$ cat config.mk
export PLATFORM = sky130hd
export DESIGN_NAME = lph_mod
export DESIGN_NICKNAME = d
export VERILOG_FILES = /design/src/design/lph_pkg.sv /design/src/design/lph_mod.sv
export SDC_FILE = /design/constraint.sdc
export NUM_CORES = 1
export LEC_CHECK = 0
export BUFFER_PORTS_ARGS = -buffer_cell sky130_fd_sc_hd__buf_4
export CORE_MARGIN = 5
export CORE_UTILIZATION = 49
export DETAILED_ROUTE_END_ITERATION = 10
export PLACE_DENSITY = 0.86
export SLEW_MARGIN = 20
export SYNTH_ARGS = -nofsm -noshare
export SYNTH_HDL_FRONTEND = slang
export SYNTH_SLANG_ARGS = --single-unit
$ cat constraint.sdc
create_clock -name clk_i -period 1.3 [get_ports clk_i]
set_input_delay 0.26 -clock clk_i [delete_from_list [all_inputs] [get_ports clk_i]]
set_output_delay 0.26 -clock clk_i [all_outputs]
set_load 0.05 [all_outputs]
$ cat src/design/lph_pkg.sv
`timescale 1ns / 1ps
// shared types and constants of the linear probing hash table
package lph_pkg;

  typedef enum logic {
    CmdInsert = 1'b0,
    CmdLookup = 1'b1
  } cmd_e;

  typedef struct packed {
    cmd_e        cmd;
    logic [63:0] key;
    logic [3:0]  key_len;
    logic [31:0] value;
  } lph_in_t;

  typedef struct packed {
    logic        found;
    logic [31:0] value_out;
    logic [7:0]  slot;
    logic        full_res;
  } lph_out_t;

  // control of the fnv step unit
  typedef struct packed {
    logic load;
    logic step;
  } fnv_ctrl_t;

  localparam logic [63:0] FnvBasis      = 64'hcbf29ce484222325;
  // prime is 2^40 + 0x1b3
  localparam logic [8:0]  FnvPrimeLo    = 9'h1b3;
  localparam int unsigned FnvPrimeShift = 40;

  localparam int unsigned LenW       = 4;
  localparam int unsigned ModBitsCyc = 4;
  localparam int unsigned ModCycles  = 64 / ModBitsCyc;

endpackage

$ cat src/design/lph_mod.sv
`timescale 1ns / 1ps
// hash reduction modulo the slot count, a few bits per cycle, or the low bits at once when SLOTS is a power of two
module lph_mod #(
  parameter int unsigned SLOTS = 256
) (
  input  logic                     clk_i,
  input  logic                     rst_ni,
  input  logic                     start_i,
  input  logic [63:0]              hash_i,
  output logic                     done_o,
  output logic [$clog2(SLOTS)-1:0] rem_o
);
  import lph_pkg::*;

  localparam int unsigned IdxW   = $clog2(SLOTS);
  localparam bit          IsPow2 = (SLOTS & (SLOTS - 1)) == 0;
  localparam logic [IdxW:0] SlotsW = (IdxW + 1)'(SLOTS);
  localparam logic [3:0]  LastCnt = 4'(ModCycles - 1);

  logic [IdxW-1:0] rem_q;
  logic [IdxW-1:0] rem_d;
  logic [63:0]     sh_q;
  logic [3:0]      cnt_q;
  logic            run_q;
  logic            done_q;

  // restoring remainder: shift one hash bit in, subtract once if over
  always_comb begin
    logic [IdxW:0] acc;
    logic [IdxW:0] t;
    acc = {1'b0, rem_q};
    t   = '0;
    for (int i = 0; i < ModBitsCyc; i++) begin
      t = {acc[IdxW-1:0], sh_q[63-i]};
      if (t >= SlotsW) begin
        t = t - SlotsW;
      end
      acc = t;
    end
    rem_d = acc[IdxW-1:0];
  end

  always_ff @(posedge clk_i or negedge rst_ni) begin
    if (!rst_ni) begin
      rem_q  <= '0;
      sh_q   <= '0;
      cnt_q  <= '0;
      run_q  <= 1'b0;
      done_q <= 1'b0;
    end else if (start_i) begin
      sh_q  <= hash_i;
      cnt_q <= '0;
      if (IsPow2) begin
        rem_q  <= hash_i[IdxW-1:0];
        run_q  <= 1'b0;
        done_q <= 1'b1;
      end else begin
        rem_q  <= '0;
        run_q  <= 1'b1;
        done_q <= 1'b0;
      end
    end else if (run_q) begin
      rem_q <= rem_d;
      sh_q  <= sh_q << ModBitsCyc;
      cnt_q <= cnt_q + 4'd1;
      if (cnt_q == LastCnt) begin
        run_q  <= 1'b0;
        done_q <= 1'b1;
      end
    end else begin
      done_q <= 1'b0;
    end
  end

  assign done_o = done_q;
  assign rem_o  = rem_q;

endmodule

# Yosys cells after proc, flatten, opt, wreduce, memory -nomap -nowiden
# Index checks and enable logic that the tools add are counted.
# Widths: inputs -> output; s select.
[word_totals]
regBits = 78
input_bits = 67
wordCells = 33
[op_classes]
add_sub_neg = 5
n_lt_le_gt_ge = 4
n_eq_ne = 2
mux = 16
n_reduce_logical = 1
[ops]
columns = ["operator", "n"]
rows = [
  ["$mux 64", 2],
  ["$mux 8", 6],
  ["$ge 9x9->1 const B", 4],
  ["$sub 8x1->8 const B", 4],
  ["$mux 4", 2],
  ["$mux 1", 6],
  ["$add 4x1->4 const B", 1],
  ["$eq 4x4->1 const B", 1],
  ["$ne 3x2->1 const B", 1],
  ["$reduce_bool 2->1", 1],
]

# Longest topological paths before layout
[depth]
word_depth = 10
mapped_depth = 5
depth_no_buf = 3

# Least setup slack after synthesis
# OpenSTA, ideal clock, no wires.
[synth_timing]
path_type = "reg2reg"
startpoint = "register run_q"
endpoint = "register sh_q[4]"
setup_ps = 125
t_arrival_ps = 1149
required_time_ps = 1175
path_slack_ps = 26
stages_incl_launch_ff = 5
n_path_buf = 2
synth_period_minus_slack_ps = 1274
cell_sequence = "dfrtp_1 > buf_6 > buf_6 > mux2_4 > mux2_2"
[synth_between]
elab_chain_len = 1
[synth_lines]
columns = ["element", "line_no", "source"]
rows = [
  ["start, declared", "lph_mod.sv:24", "logic run_q;"],
  ["start signal, assigned", "lph_mod.sv:48", "run_q <= 1'b0;"],
  ["start signal, assigned", "lph_mod.sv:55", "run_q <= 1'b0;"],
  ["start signal, assigned", "lph_mod.sv:59", "run_q <= 1'b1;"],
  ["$reduce_bool 2->1 (no line)", "n/a", ""],
  ["end signal, assigned", "lph_mod.sv:51", "sh_q <= hash_i;"],
  ["end signal, assigned", "lph_mod.sv:64", "sh_q <= sh_q << ModBitsCyc;"],
  ["end, declared", "lph_mod.sv:22", "logic [63:0] sh_q;"],
]
# No other way between the ends.
# A chain may end at the register's enable or synchronous reset.

# Worst setup path after layout
[layout_timing]
startpoint = "register run_q"
endpoint = "register sh_q[7]"
# The elaborated chain is that of the path after synthesis.

==> metrics.json <==
{
  "routed-via-count": {"value": 2515},
  "dominantRegCellSynth": {"value": "dfrtp_1"},
  "crit_path_max_incr_delay": {"value": 0.52, "unit": "ns"},
  "drtPass1Iterations": {"value": 4},
  "timing.critical_path.to_type": {"value": "flop"},
  "ys_ff_latch": {"value": 78},
  "cp-startpoint": {"value": "run_q$_DFF_PN0_"},
  "mappedNetlistArea": {"value": 3618, "unit": "µm²"},
  "remaining_drc_errors": {"value": 0},
  "cts_inserted_buffers": {"value": 9},
  "drv.max_cap_violation_count": {"value": 0},
  "min_path_cells": {"value": 3},
  "post_synth_inst_count": {"value": 326},
  "routedWlPerCell": {"value": 14.48, "unit": "µm"},
  "final.setup.tns": {"value": -0.2394, "unit": "ns"},
  "warnings_synthesis": {"value": 0},
  "avgSynthCellArea": {"value": 11.10, "unit": "µm²"},
  "total_routing_usage_reported_by_global_routing": {"value": 16.89, "unit": "%"},
  "utilization": {"value": 62.43, "unit": "%"},
  "final.setup.worst_slack": {"value": -0.05763, "unit": "ns"},
  "die_h": {"value": 95.94, "unit": "µm"},
  "horizontal_die_dimension": {"value": 95.94, "unit": "µm"},
  "vdd_drop_max": {"value": 0.0005724, "unit": "V"},
  "drv_slew": {"value": 0},
  "critical_path.slowest_cell": {"value": "dfrtp_4"},
  "synth_fp_nets": {"value": 394},
  "hpwl": {"value": 5.244, "unit": "mm"},
  "skew_pair_late_insertion_delay": {"value": 0.34, "unit": "ns"},
  "worst_clock_skew": {"value": 0.007236, "unit": "ns"},
  "final_hold_violations": {"value": 0},
  "worst_setup_hold_path_clk_slew": {"value": 0.08, "unit": "ns"},
  "drive_above_1_share": {"value": 30.52, "unit": "%"},
  "fillers": {"value": 594},
  "period_minus_slack": {"value": 1.358, "unit": "ns"},
  "antenna-diode-count": {"value": 0},
  "setup_viol": {"value": 8},
  "timing.slew.headroom": {"value": 71.78, "unit": "%"},
  "num_rows": {"value": 31},
  "fmax": {"value": 0.7366, "unit": "GHz"},
  "worst-r2r-cell-count": {"value": 3},
  "io_buffer_count": {"value": 75},
  "fp.coreArea": {"value": 7214, "unit": "µm²"},
  "leakage": {"value": 1.929, "unit": "nW"},
  "fin_total_pwr": {"value": 5.132, "unit": "mW"},
  "initial_util": {"value": 50.16, "unit": "%"},
  "crit_type": {"value": "flop to flop"},
  "cts_tree": {"value": "built"},
  "final_nets": {"value": 466},
  "synthDistinctLibCells": {"value": 24},
  "worst_slew_pin_slew": {"value": 0.4232, "unit": "ns"},
  "worst_r2r_startpoint": {"value": "run_q$_DFF_PN0_"},
  "failed_checks": {"value": "setup timing"},
  "cts_root_buf": {"value": "clkbuf_8"},
  "area.growth.synth_to_final": {"value": 24.48, "unit": "%"},
  "drt_first_iter_violations": {"value": 155},
  "dpl_worst_slack": {"value": -0.02874, "unit": "ns"},
  "power.density": {"value": 1139, "unit": "nW/µm²"},
  "maximum_number_of_pins_on_one_net_before_global_route_repair": {"value": 79},
  "io-pin-count": {"value": 76},
  "grt_pass1_wl": {"value": 11.88, "unit": "mm"},
  "drt.antenna.violating_nets": {"value": 0},
  "grt_setup_unrepaired": {"value": "true"},
  "ys_async_sr_fraction": {"value": 100.0, "unit": "%"},
  "final.period_utilization": {"value": 104.4, "unit": "%"},
  "critical_path.max_fanout": {"value": 7},
  "tritoncts_num_sinks": {"value": 78},
  "synth.yosys.seq_area_share": {"value": 53.94, "unit": "%"},
  "clock_tree.buffer_depth": {"value": 2},
  "gp_routability_congestion": {"value": 0.7860},
  "regToRegSetupSlack": {"value": -0.06, "unit": "ns"},
  "viasPerCell": {"value": 5.010},
  "wl": {"value": 7.271, "unit": "mm"},
  "antenna_found_initial": {"value": 0},
  "outcome": {"value": "finished, violations left"},
  "synth-edff-count": {"value": 0},
  "min-delay-start": {"value": "hash_i[57]"},
  "r2r_end": {"value": "sh_q[7]$_DFFE_PN0P_"},
  "grt_overflow": {"value": 0},
  "critical_path.startpoint_type": {"value": "flop"},
  "cp.arrival": {"value": 1.58, "unit": "ns"},
  "timing.critical_path.cells": {"value": "buf_8, mux2_4, mux2_2"},
  "grt_pass1_vias": {"value": 2589},
  "critPathRequiredTime": {"value": 1.53, "unit": "ns"},
  "dieArea": {"value": 9204, "unit": "µm²"},
  "timing.hold.worst.class": {"value": "input port to flop"},
  "htreeDepth": {"value": 3},
  "worstHoldEndpoint": {"value": "sh_q[57]$_DFFE_PN0P_"}
}
## layer usage
layer  vias to the layer above  GRT usage, %  share of wire [%]
met5                         -             0                  0
met3                         9         3.753                5.1
met1                      1189         21.15                 44
li1                       1262             -                  -
met2                        55         28.55                 50
met4                         0         6.398                1.2
## worst max path at each step
stage	end	slack, ns	depth (start not counted)
final	sh_q[7]$_DFFE_PN0P_	-0.06	3
after floorplan	sh_q[4]$_DFFE_PN0P_	0.03	4
after global routing	sh_q[7]$_DFFE_PN0P_	-0.07	3
after detailed placement	sh_q[60]$_DFFE_PN0P_	-0.03	3
after CTS	sh_q[7]$_DFFE_PN0P_	-0.05	3
after global placement	cnt_q[3]$_DFFE_PN0P_	0.003	3
## placed cells by master, fill, tap and decap left out
master and count:
clkinv_2 2, nand3b_1 1, a311oi_1 1, o21ai_1 4, mux2_2 13, buf_4 81, dfrtp_4 1, buf_8 1
clkbuf_8 12, buf_12 6, dlygate4sd3_1 1, xnor2_1 1, mux2_4 4, nand4_1 1, a21oi_1 1, a21bo_2 1
clkbuf_1 1, clkinvlp_4 1, ha_1 1, inv_1 1, mux2i_2 1, nand2b_1 4, mux2i_1 60, dfrtp_1 77
a31oi_1 1, o21ai_0 60, nor2b_1 1, nor2_1 3, o21bai_1 1, nand2_1 60
## synth_stat cells (3+ instances only)
cell	count	share of area [%]
nor2_1	3	0.31
mux2i_1	61	17
buf_1	3	0.31
nand2_1	60	6.2
mux2_4	4	1.7
mux2_2	13	4.0
buf_6	8	2.5
dfrtp_1	78	54
clkbuf_1	11	1.1
o21ai_0	64	8.9
buf_4	5	1.0
nand2b_1	4	0.69
## area by class of cell
cell class	instances	area (µm²)	area share, %
Inverter	1	3.754	0.08333
Clock inverter	3	17.52	0.3889
Timing Repair Buffer	89	753.2	16.72
Tap cell	99	123.9	2.750
Multi-Input combinational cell	219	1481	32.89
Clock buffer	13	168.9	3.750
Sequential cell	78	1956	43.42
## per-stage QoR
stage / hold WS [ns] / cells / instance area, µm²
finish: 0.1213 / 502 / 4504
CTS: 0.1123 / 503 / 4508
global placement: 0.3060 / 483 / 4282
global route: 0.1163 / 502 / 4504
floorplan: -0.03559 / 326 / 3618
detailed placement: 0.3092 / 483 / 4282
## power by group
| group | internal (mW) | switching [mW] | leakage, nW |
|---|---|---|---|
| sequential | 2.63 | 0.133 | 0.951 |
| clock | 0.844 | 0.817 | 0.0954 |
| combinational | 0.348 | 0.356 | 0.882 |
## cell families (layout without fill, tap and decap cells)
group           after synthesis  count (layout)  share of synthesized area [%]
mux                          78              78                          22.58
flops                        78              78                          53.94
simple gates                 70              70                          7.780
compound gates               69              69                          9.890
buf+inv                      29             106                          5.221
fa+ha+maj                     1               1                         0.3457
xor+xnor                      1               1                         0.2421
## repair_timing
action	in CTS	in global routing
resized for setup	5	2
gates cloned	0	0
setup buffers	3	0
setup endpoints to repair	23	13
hold buffers	1	0
endpoints found under the hold margin	78	0
pin swaps	0	1
## sequential cells by signal (all words and copies together), names as in the netlist
name    flops
cnt_q       4
sh_q       64
run_q       1
rem_o       8
done_o      1
## worst max-delay path, delay by kind of cell (launching register included)
kind                   cells  cell delay, ns
muxes                      2            0.57
buffers and inverters      1            0.16
DFF                        1            0.52
(Power assumes the default switching activity.)
