## src/design/lph_pkg.sv

```systemverilog
`timescale 1ns / 1ps
// shared types and constants of the linear probing hash table
package lph_pkg;

  typedef enum logic {
    CmdInsert = 1'b0,
    CmdLookup = 1'b1
  } cmd_e;

  typedef struct packed {
    cmd_e        cmd;
    logic [63:0] key;
    logic [3:0]  key_len;
    logic [31:0] value;
  } lph_in_t;

  typedef struct packed {
    logic        found;
    logic [31:0] value_out;
    logic [7:0]  slot;
    logic        full_res;
  } lph_out_t;

  // control of the fnv step unit
  typedef struct packed {
    logic load;
    logic step;
  } fnv_ctrl_t;

  localparam logic [63:0] FnvBasis      = 64'hcbf29ce484222325;
  // prime is 2^40 + 0x1b3
  localparam logic [8:0]  FnvPrimeLo    = 9'h1b3;
  localparam int unsigned FnvPrimeShift = 40;

  localparam int unsigned LenW       = 4;
  localparam int unsigned ModBitsCyc = 4;
  localparam int unsigned ModCycles  = 64 / ModBitsCyc;

endpackage

```

## src/design/lph_fnv.sv

```systemverilog
`timescale 1ns / 1ps
// fnv-1 64-bit hash unit, one key byte per cycle while step is asserted
module lph_fnv #(
  parameter int unsigned KEY_BYTES = 8
) (
  input  logic                       clk_i,
  input  logic                       rst_ni,
  input  lph_pkg::fnv_ctrl_t         ctrl_i,
  input  logic [KEY_BYTES*8-1:0]     key_i,
  output logic [63:0]                hash_o
);
  import lph_pkg::*;

  localparam int unsigned KeyW = KEY_BYTES * 8;

  logic [63:0]     h_q;
  logic [63:0]     h_d;
  logic [KeyW-1:0] sh_q;

  // multiply by the prime as a shift plus a narrow product, then xor the byte
  assign h_d = ((h_q << FnvPrimeShift) + (h_q * FnvPrimeLo)) ^ {56'd0, sh_q[7:0]};

  always_ff @(posedge clk_i or negedge rst_ni) begin
    if (!rst_ni) begin
      h_q  <= FnvBasis;
      sh_q <= '0;
    end else if (ctrl_i.load) begin
      h_q  <= FnvBasis;
      sh_q <= key_i;
    end else if (ctrl_i.step) begin
      h_q  <= h_d;
      sh_q <= sh_q >> 8;
    end
  end

  assign hash_o = h_q;

endmodule

```

## config.mk

```make
export PLATFORM = sky130hd
export DESIGN_NAME = lph_fnv
export DESIGN_NICKNAME = d
export VERILOG_FILES = /design/src/design/lph_pkg.sv /design/src/design/lph_fnv.sv
export SDC_FILE = /design/constraint.sdc
export NUM_CORES = 1
export LEC_CHECK = 0
export BUFFER_PORTS_ARGS = -buffer_cell sky130_fd_sc_hd__buf_2
export CAP_MARGIN = 20
export CORE_MARGIN = 4
export CORE_UTILIZATION = 60
export CTS_BUF_LIST = sky130_fd_sc_hd__clkbuf_16
export DETAILED_ROUTE_END_ITERATION = 7
export GPL_TIMING_DRIVEN = 0
export PLACE_DENSITY = 0.8
export REMOVE_ABC_BUFFERS = 1
export SLEW_MARGIN = 20
export SYNTH_ARGS = -nofsm -noshare
export SYNTH_HDL_FRONTEND = slang
export SYNTH_SLANG_ARGS = --single-unit
```

## constraint.sdc

```tcl
create_clock -name clk_i -period 7.97 [get_ports clk_i]
set_clock_uncertainty 0.2 [all_clocks]
set_input_delay 2.391 -clock clk_i [delete_from_list [all_inputs] [get_ports clk_i]]
set_output_delay 2.391 -clock clk_i [all_outputs]
set_load 0.01 [all_outputs]
```

**Word level (Yosys, flattened, before mapping)**

Cells that the tools add are included.

- Bits in registers: 128
- Bits of input ports: 68
- Output and inout port bits: 64

- Add/sub/neg operators: 1
- Multipliers: 1
- Muxes and demuxes: 4
- Bitwise operators: 1
- Reduce and logical (&&, ||, !) cells: 1

Operator list:

| kind | number |
|---|---|
| 64-bit 2-to-1 mux | 4 |
| 64-bit adder | 1 |
| 64-bit by 9-bit multiplier with 64-bit output (second input constant) | 1 |
| 64-bit by 8-bit XOR with 64-bit output | 1 |
| 2-bit nonzero test | 1 |

**Longest topological paths before layout**

Gate-level depths: netlist of the first run.

- Depth in word-level cells: 5
- Mapped depth: 22
- Depth with buffers taken out: 20

**Worst setup path after synthesis of the first run**

OpenSTA, ideal clock, no wires.

- Path kind: register -> register
- Start: register h_q[39], in the netlist hash_o[39]
- End: register h_q[57], in the netlist hash_o[57]
- Data arrival time: 5.115 ns
- Required time: 7.688 ns
- Slack: 2.573 ns
- Stages on the path, launching flop included: 22
- Path buffers: 1
- Clock period less this slack: 5.397 ns
- Path through: dfstp_2 > ha_1 > clkbuf_1 > xor2_1 > ha_1 > a21o_1 > fa_1 > inv_1 > fa_1 > fa_1 > inv_1 > ha_1 > a21oi_1 > o21ai_0 > a2111oi_0 > o21bai_1 > a41o_1 > a41o_1 > a31oi_1 > o21bai_1 > xnor2_1 > o211ai_1

- Longest elaborated chain between the ends: 5

Ends and longest elaborated chain:

| element | line | source |
|---|---|---|
| start, declared | lph_fnv.sv:16 | `logic [63:0] h_q;` |
| start signal, assigned | lph_fnv.sv:25 | `h_q <= FnvBasis;` |
| start signal, assigned | lph_fnv.sv:28 | `h_q <= FnvBasis;` |
| 64-bit by 9-bit multiplier with 64-bit output | lph_fnv.sv:21 | `assign h_d = ((h_q << FnvPrimeShift) + (h_q * FnvPrimeLo)) ^ {56'd0, sh_q[7:0]};` |
| 64-bit adder | lph_fnv.sv:21 |  |
| 64-bit by 8-bit XOR with 64-bit output | lph_fnv.sv:21 |  |
| 64-bit 2-to-1 mux | lph_fnv.sv:30 | `end else if (ctrl_i.step) begin` |
| 64-bit 2-to-1 mux | lph_fnv.sv:27 | `end else if (ctrl_i.load) begin` |

Every way passes these cells. The select of a mux whose other input is x is not followed.
A chain may end at the register's enable or synchronous reset.

**Final worst setup path of the first run**

- Start: register h_q[9], in the netlist hash_o[9]
- End: register h_q[60], in the netlist hash_o[60]

- Longest elaborated chain between the ends: 5

Ends and longest elaborated chain:

| element | line |
|---|---|
| 64-bit by 9-bit multiplier with 64-bit output | lph_fnv.sv:21 |
| 64-bit adder * | lph_fnv.sv:21 |
| 64-bit by 8-bit XOR with 64-bit output * | lph_fnv.sv:21 |
| 64-bit 2-to-1 mux * | lph_fnv.sv:30 |
| 64-bit 2-to-1 mux * | lph_fnv.sv:27 |

Every way passes the cells marked *; elsewhere a longest branch is shown, timed or not. The select of a mux whose other input is x is not followed.

==> metrics.txt, run 1 <==
status=completed; final wirelength=42,390 um; Clock Sinks=128; max_cap viols=0; CTS clock-pin slew for the worst setup and hold paths=~0.07 ns; DR vias/cell=5.547; commonest non-fill, non-tap cells in the layout=inv_1, fa_1, ha_1; CTS buffer count=17; busiest layer in global routing=met2; later-pin clock latency in the skew report=roughly 0.44 ns; Ports=132; I/O Buffers=about 130; vias in the first global route=between 10,000 and 15,000; Fin. Hold Viols=0; Overflow after GRT=0; share of cells above drive strength 1=0.1047; post-cts sizing count=0; vias=13,220; Seq/Total Area, Yosys=0.1870; hold depth=2; largest net degree at the start of global routing=between 90 and 100; RSZ-0062 raised after global routing=false; endpoint class of the critical path=flop; post-CTS setup buffers=0; hold_buf cts=0; asr flop ratio synth=1.000; min cycle time layout=6.251 ns; CTS tree=yes; CP startpoint=hash_o[9]$_DFFE_PN1P_; largest cells by area after synthesis=fa_1, dfrtp_1, ha_1; Mapped Area=~17,000 um2; max-slew violations=0; Yosys cell types=66; die width=177.9 um; Cells after Synth=approximately 1,900; DRC Markers=0; detailed placer's ending HPWL=34,720 um; Ys Warns=0; Final TNS setup=0 ns; Die H=177.9 um; M3 GR Usage=0.03963; Hold Crit Class=reg2reg; origin of the critical flop-to-flop path=hash_o[9]$_DFFE_PN1P_; syn avg cell area=9.065 um2; most common cell after layout, fill and taps aside=inv_1; GRT met1 Usage=0.3887; Worst slew margin=0.4705; critical path arrival=6.37 ns; period utilisation layout=0.7843; # diodes=0; initial antenna violation count=1; # fillers=around 2,300; GR Layer Usage met2=0.4633; Layout Nets=2,472; crit path launch type=flop; f_max=around 160 MHz; drt first-iter violations=859; reg2reg end=hash_o[60]$_DFFE_PN0P_; worst-margin pin slew=0.7931 ns; crit path kind=reg2reg; gr usage total=0.2796; Worst R2R Path Depth=20; Starting Density=0.6164; area grow syn2layout=8.910%; share of the synthesized area in the top cell type=0.2613; drt wl/cell=17.79 um; TritonRoute pass-1 iters=5; post-synthesis register bit count=128; # rows=slightly above 60; top_reg_cell synth=dfrtp_1; crit-path max FO=6; Final Wtd Congestion=around 0.90; core box area=~28,000 um2; antenna-violating nets left=0; Die ar.=31,640 um2; area leader, netlist=fa_1; Setup-failing EPs final=0; global-route wire length before repair=70,510 um; Min-Delay Startpoint=sh_q[57]$_DFFE_PN0P_; hold endpoint=sh_q[57]$_DFFE_PN0P_; Critical Path RT=between 8 and 9 ns; CTS Buffer Depth=2; Post-synth EDFFs=0; root buf cell=clkbuf_16; H-tree lvl count=4; setup slack, reg-to-reg=1.72 ns
==> synthesized netlist by cell type, types with 26 or more instances <==
cell type and n:
inv_1 488, fa_1 226, ha_1 186, nand2_1 145, o21ai_0 106, dfrtp_1 100, mux2i_1 83, a21oi_1 77
xnor2_1 69, nor2_1 64, clkbuf_1 57, xor2_1 31, dfstp_2 28, a21o_1 26
==> flip-flops by register name, summed over array words and instances (netlist names) <==
| name | cells |
|---|---|
| hash_o | 64 |
| sh_q | 64 |
==> routing by layer <==
layer | wire (um) | vias up | share of wire
li1 | - | 6194 | -
met3 | 2303 | 65 | 0.054
met5 | 7 | - | 0.00017
met2 | 20270 | 430 | 0.48
met1 | 18800 | 6527 | 0.44
met4 | 1010 | 2 | 0.024
==> critical path, stage by stage, from the launching register on <==
cell	delay (ns)
dfstp_2	0.61
ha_1	0.32
inv_1	0.10
fa_1	0.55
inv_1	0.05
fa_1	0.47
inv_1	0.05
fa_1	0.47
inv_1	0.04
ha_1	0.30
ha_1	0.39
and3_1	0.23
nand4_1	0.28
nor4b_1	0.58
or4_1	0.36
a2111o_1	0.23
nand2_1	0.11
o31a_4	0.32
o21bai_1	0.22
xnor2_1	0.16
o21ai_1	0.07
==> metrics by stage <==
step	instances	hold WS (ns)	util	setup WS [ns]	instance area [um2]
final	2383	0.3396	0.6714	1.719	18860
after global routing	2383	0.3594	0.6714	1.616	18860
after CTS	2383	0.3431	0.6714	1.803	18860
after detailed placement	2351	0.3293	0.6505	1.828	18270
after global placement	2348	0.3273	0.6466	-0.1784	18160
after floorplan	1839	0.3112	-	2.652	17030
==> worst max-delay path by stage <==
stage / cells past startpoint / slack [ns] / end
global placement: 5 / -0.18 / hash_o[56]$_DFFE_PN1P_
detailed placement: 20 / 1.83 / hash_o[60]$_DFFE_PN0P_
finish: 20 / 1.72 / hash_o[60]$_DFFE_PN0P_
CTS: 20 / 1.80 / hash_o[60]$_DFFE_PN0P_
floorplan: 20 / 2.65 / hash_o[57]$_DFFE_PN1P_
global route: 20 / 1.62 / hash_o[61]$_DFFE_PN0P_
==> cell families after synthesis <==
logic type / after synthesis / share of synthesized area
mux: 83 / 0.04798
xor+xnor: 100 / 0.05059
flops: 128 / 0.1870
compound gates: 328 / 0.1186
fa+ha+maj: 412 / 0.3957
buf+inv: 560 / 0.1223
simple gates: 299 / 0.07776
==> layout make-up <==
| class | instances | area, um2 | share of cell area |
|---|---|---|---|
| clock buffer | 17 | 425.4 | 0.02256 |
| clock inverter | 15 | 161.4 | 0.008560 |
| inverter | 489 | 1837 | 0.09741 |
| multi-input combinational | 1222 | 11960 | 0.6341 |
| sequential | 128 | 3238 | 0.1717 |
| tap | 378 | 473.0 | 0.02508 |
| timing repair buffer | 134 | 764.5 | 0.04054 |
Power of run 1 is not shown: default switching activity piles up to over one toggle a cycle in this logic, so the estimate is an artifact.
==> run 2, diff against run 1 <==
- clock period: 7.97 -> 5.9 ns (I/O delays scaled with it)
==> metrics.txt, run 2 (synthesis gave the netlist of run 1 again) <==
status=completed; final wirelength=42,570 um (+0.42%); WHS=0.3394 ns (-0.0002240 ns); Layout Nets=2,475 (+0.12%); Cell Area, Placed=18,270 um2 (unchanged); post-placement setup slack=-0.2415 ns (-2.070 ns); Critical Path RT=6.03 ns (-2.06 ns); die width=177.9 um (unchanged); # diodes=0 (unchanged); share of cells above drive strength 1=0.1240 (+0.01927); Setup WS post-layout=0.1453 ns (-1.574 ns); DR vias/cell=5.547 (about the same); DRC Markers=0 (unchanged); final core area utilization=0.6779 (+0.006548); Final Wtd Congestion=0.9049 (unchanged); endpoint class of the critical path=flop; largest net degree at the start of global routing=94 (unchanged); root buf cell=clkbuf_16; H-tree lvl count=4 (unchanged); initial antenna violation count=1 (unchanged); worst-margin pin slew=0.8109 ns (+0.01781 ns); Fin. Hold Viols=0 (unchanged); vias=13,240 (+0.13%); min cycle time layout=5.755 ns (-0.4964 ns); Ports=132 (unchanged); period utilisation layout=0.9754 (+0.1910); most common cell after layout, fill and taps aside=inv_1; I/O Buffers=131 (unchanged); max-slew violations=0 (unchanged); TritonRoute pass-1 iters=6 (+1); commonest non-fill, non-tap cells in the layout=inv_1, fa_1, ha_1; antenna-violating nets left=0 (unchanged); CTS Buffer Depth=2 (unchanged); later-pin clock latency in the skew report=0.43 ns (about the same); # rows=61 (unchanged); cell area after layout=19,040 um2 (+0.98%); gr usage total=0.2800 (+0.0003660); Die H=177.9 um (unchanged); crit-path max FO=6 (unchanged); global-route wire length before repair=70,590 um (+0.12%); # fillers=2,295 (-0.91%); Clock Sinks=128 (unchanged); area grow syn2layout=9.973%; core box area=28,090 um2 (unchanged); crit path kind=reg2reg; Overflow after GRT=0 (unchanged); drt wl/cell=17.84 um (+0.29%); CTS buffer count=17 (unchanged); f_max=173.8 MHz (+8.6%); vias in the first global route=13,770 (+0.20%); RSZ-0062 raised after global routing=true; Worst slew margin=0.4586 (-0.01189); Die ar.=31,640 um2 (unchanged); critical path arrival=5.89 ns (-0.48 ns); CTS clock-pin slew for the worst setup and hold paths=0.07 ns (about the same); Setup-failing EPs final=0 (unchanged); crit path launch type=flop; drt first-iter violations=889 (+3.5%); max_cap viols=0 (unchanged); detailed placer's ending HPWL=34,720 um (unchanged); CTS tree=yes; Starting Density=0.6164 (unchanged); Hold Crit Class=reg2reg
[run 2: worst paths after layout]
check                                 startpoint                endpoint  slack, ns  cells after the start
max in group asynchronous                 rst_ni   hash_o[8]$_DFFE_PN1P_       3.70                      2
hold reg to reg             sh_q[57]$_DFFE_PN0P_    sh_q[57]$_DFFE_PN0P_       0.34                      2
min in group asynchronous                 rst_ni    sh_q[27]$_DFFE_PN0P_       1.05                      1
hold / removal              sh_q[57]$_DFFE_PN0P_    sh_q[57]$_DFFE_PN0P_       0.34                      2
setup reg to reg           hash_o[9]$_DFFE_PN1P_  hash_o[50]$_DFFE_PN0P_       0.15                     20
setup / recovery           hash_o[9]$_DFFE_PN1P_  hash_o[50]$_DFFE_PN0P_       0.15                     20
[run 2: critical path, cell delays in order (launching register included)]
cell and delay [ns]:
dfstp_2 0.64, ha_4 0.21, inv_1 0.06, fa_1 0.54, inv_1 0.05, fa_1 0.47
inv_1 0.05, fa_1 0.47, inv_1 0.04, ha_1 0.30, ha_1 0.39, and3_1 0.23
nand4_1 0.22, buf_4 0.22, nor3_1 0.21, a2111o_1 0.21, o21ai_2 0.12, o31ai_4 0.27
a2111oi_2 0.12, or3_1 0.32, a311oi_1 0.28
[run 2: per-stage QoR]
stage               std cells   TNS (ns)
global route             2386  -0.004175
floorplan                1839          0
global placement         2348     -28.96
detailed placement       2351    -0.7299
CTS                      2383          0
finish                   2386          0
[run 2: repair_timing]
item	CTS	global route
hold buffers	0	0
buffers inserted	0	3
hold endpoints to repair	0	0
pin swaps	0	2
endpoints found under the setup margin	7	20
resized for setup	5	40
[run 2: per-layer routing]
layer | wire [um] | share of wire | global-route usage | vias to the layer above
met4 | 1013 | 0.024 | 0.07638 | 2
li1 | - | - | - | 6202
met2 | 20530 | 0.48 | 0.4640 | 450
met1 | 18440 | 0.43 | 0.3887 | 6516
met3 | 2580 | 0.061 | 0.03941 | 65
met5 | 7 | 0.00016 | 0 | -
[run 2: final cells by class]
class                      count  area (um2)  share of cell area
multi-input combinational   1222       12110              0.6361
sequential                   128        3246              0.1705
inverter                     489        1837             0.09646
timing repair buffer         137       787.0             0.04133
tap                          378       473.0             0.02484
clock buffer                  17       425.4             0.02234
clock inverter                15       161.4            0.008477
Power of run 2 is left out for the same reason.
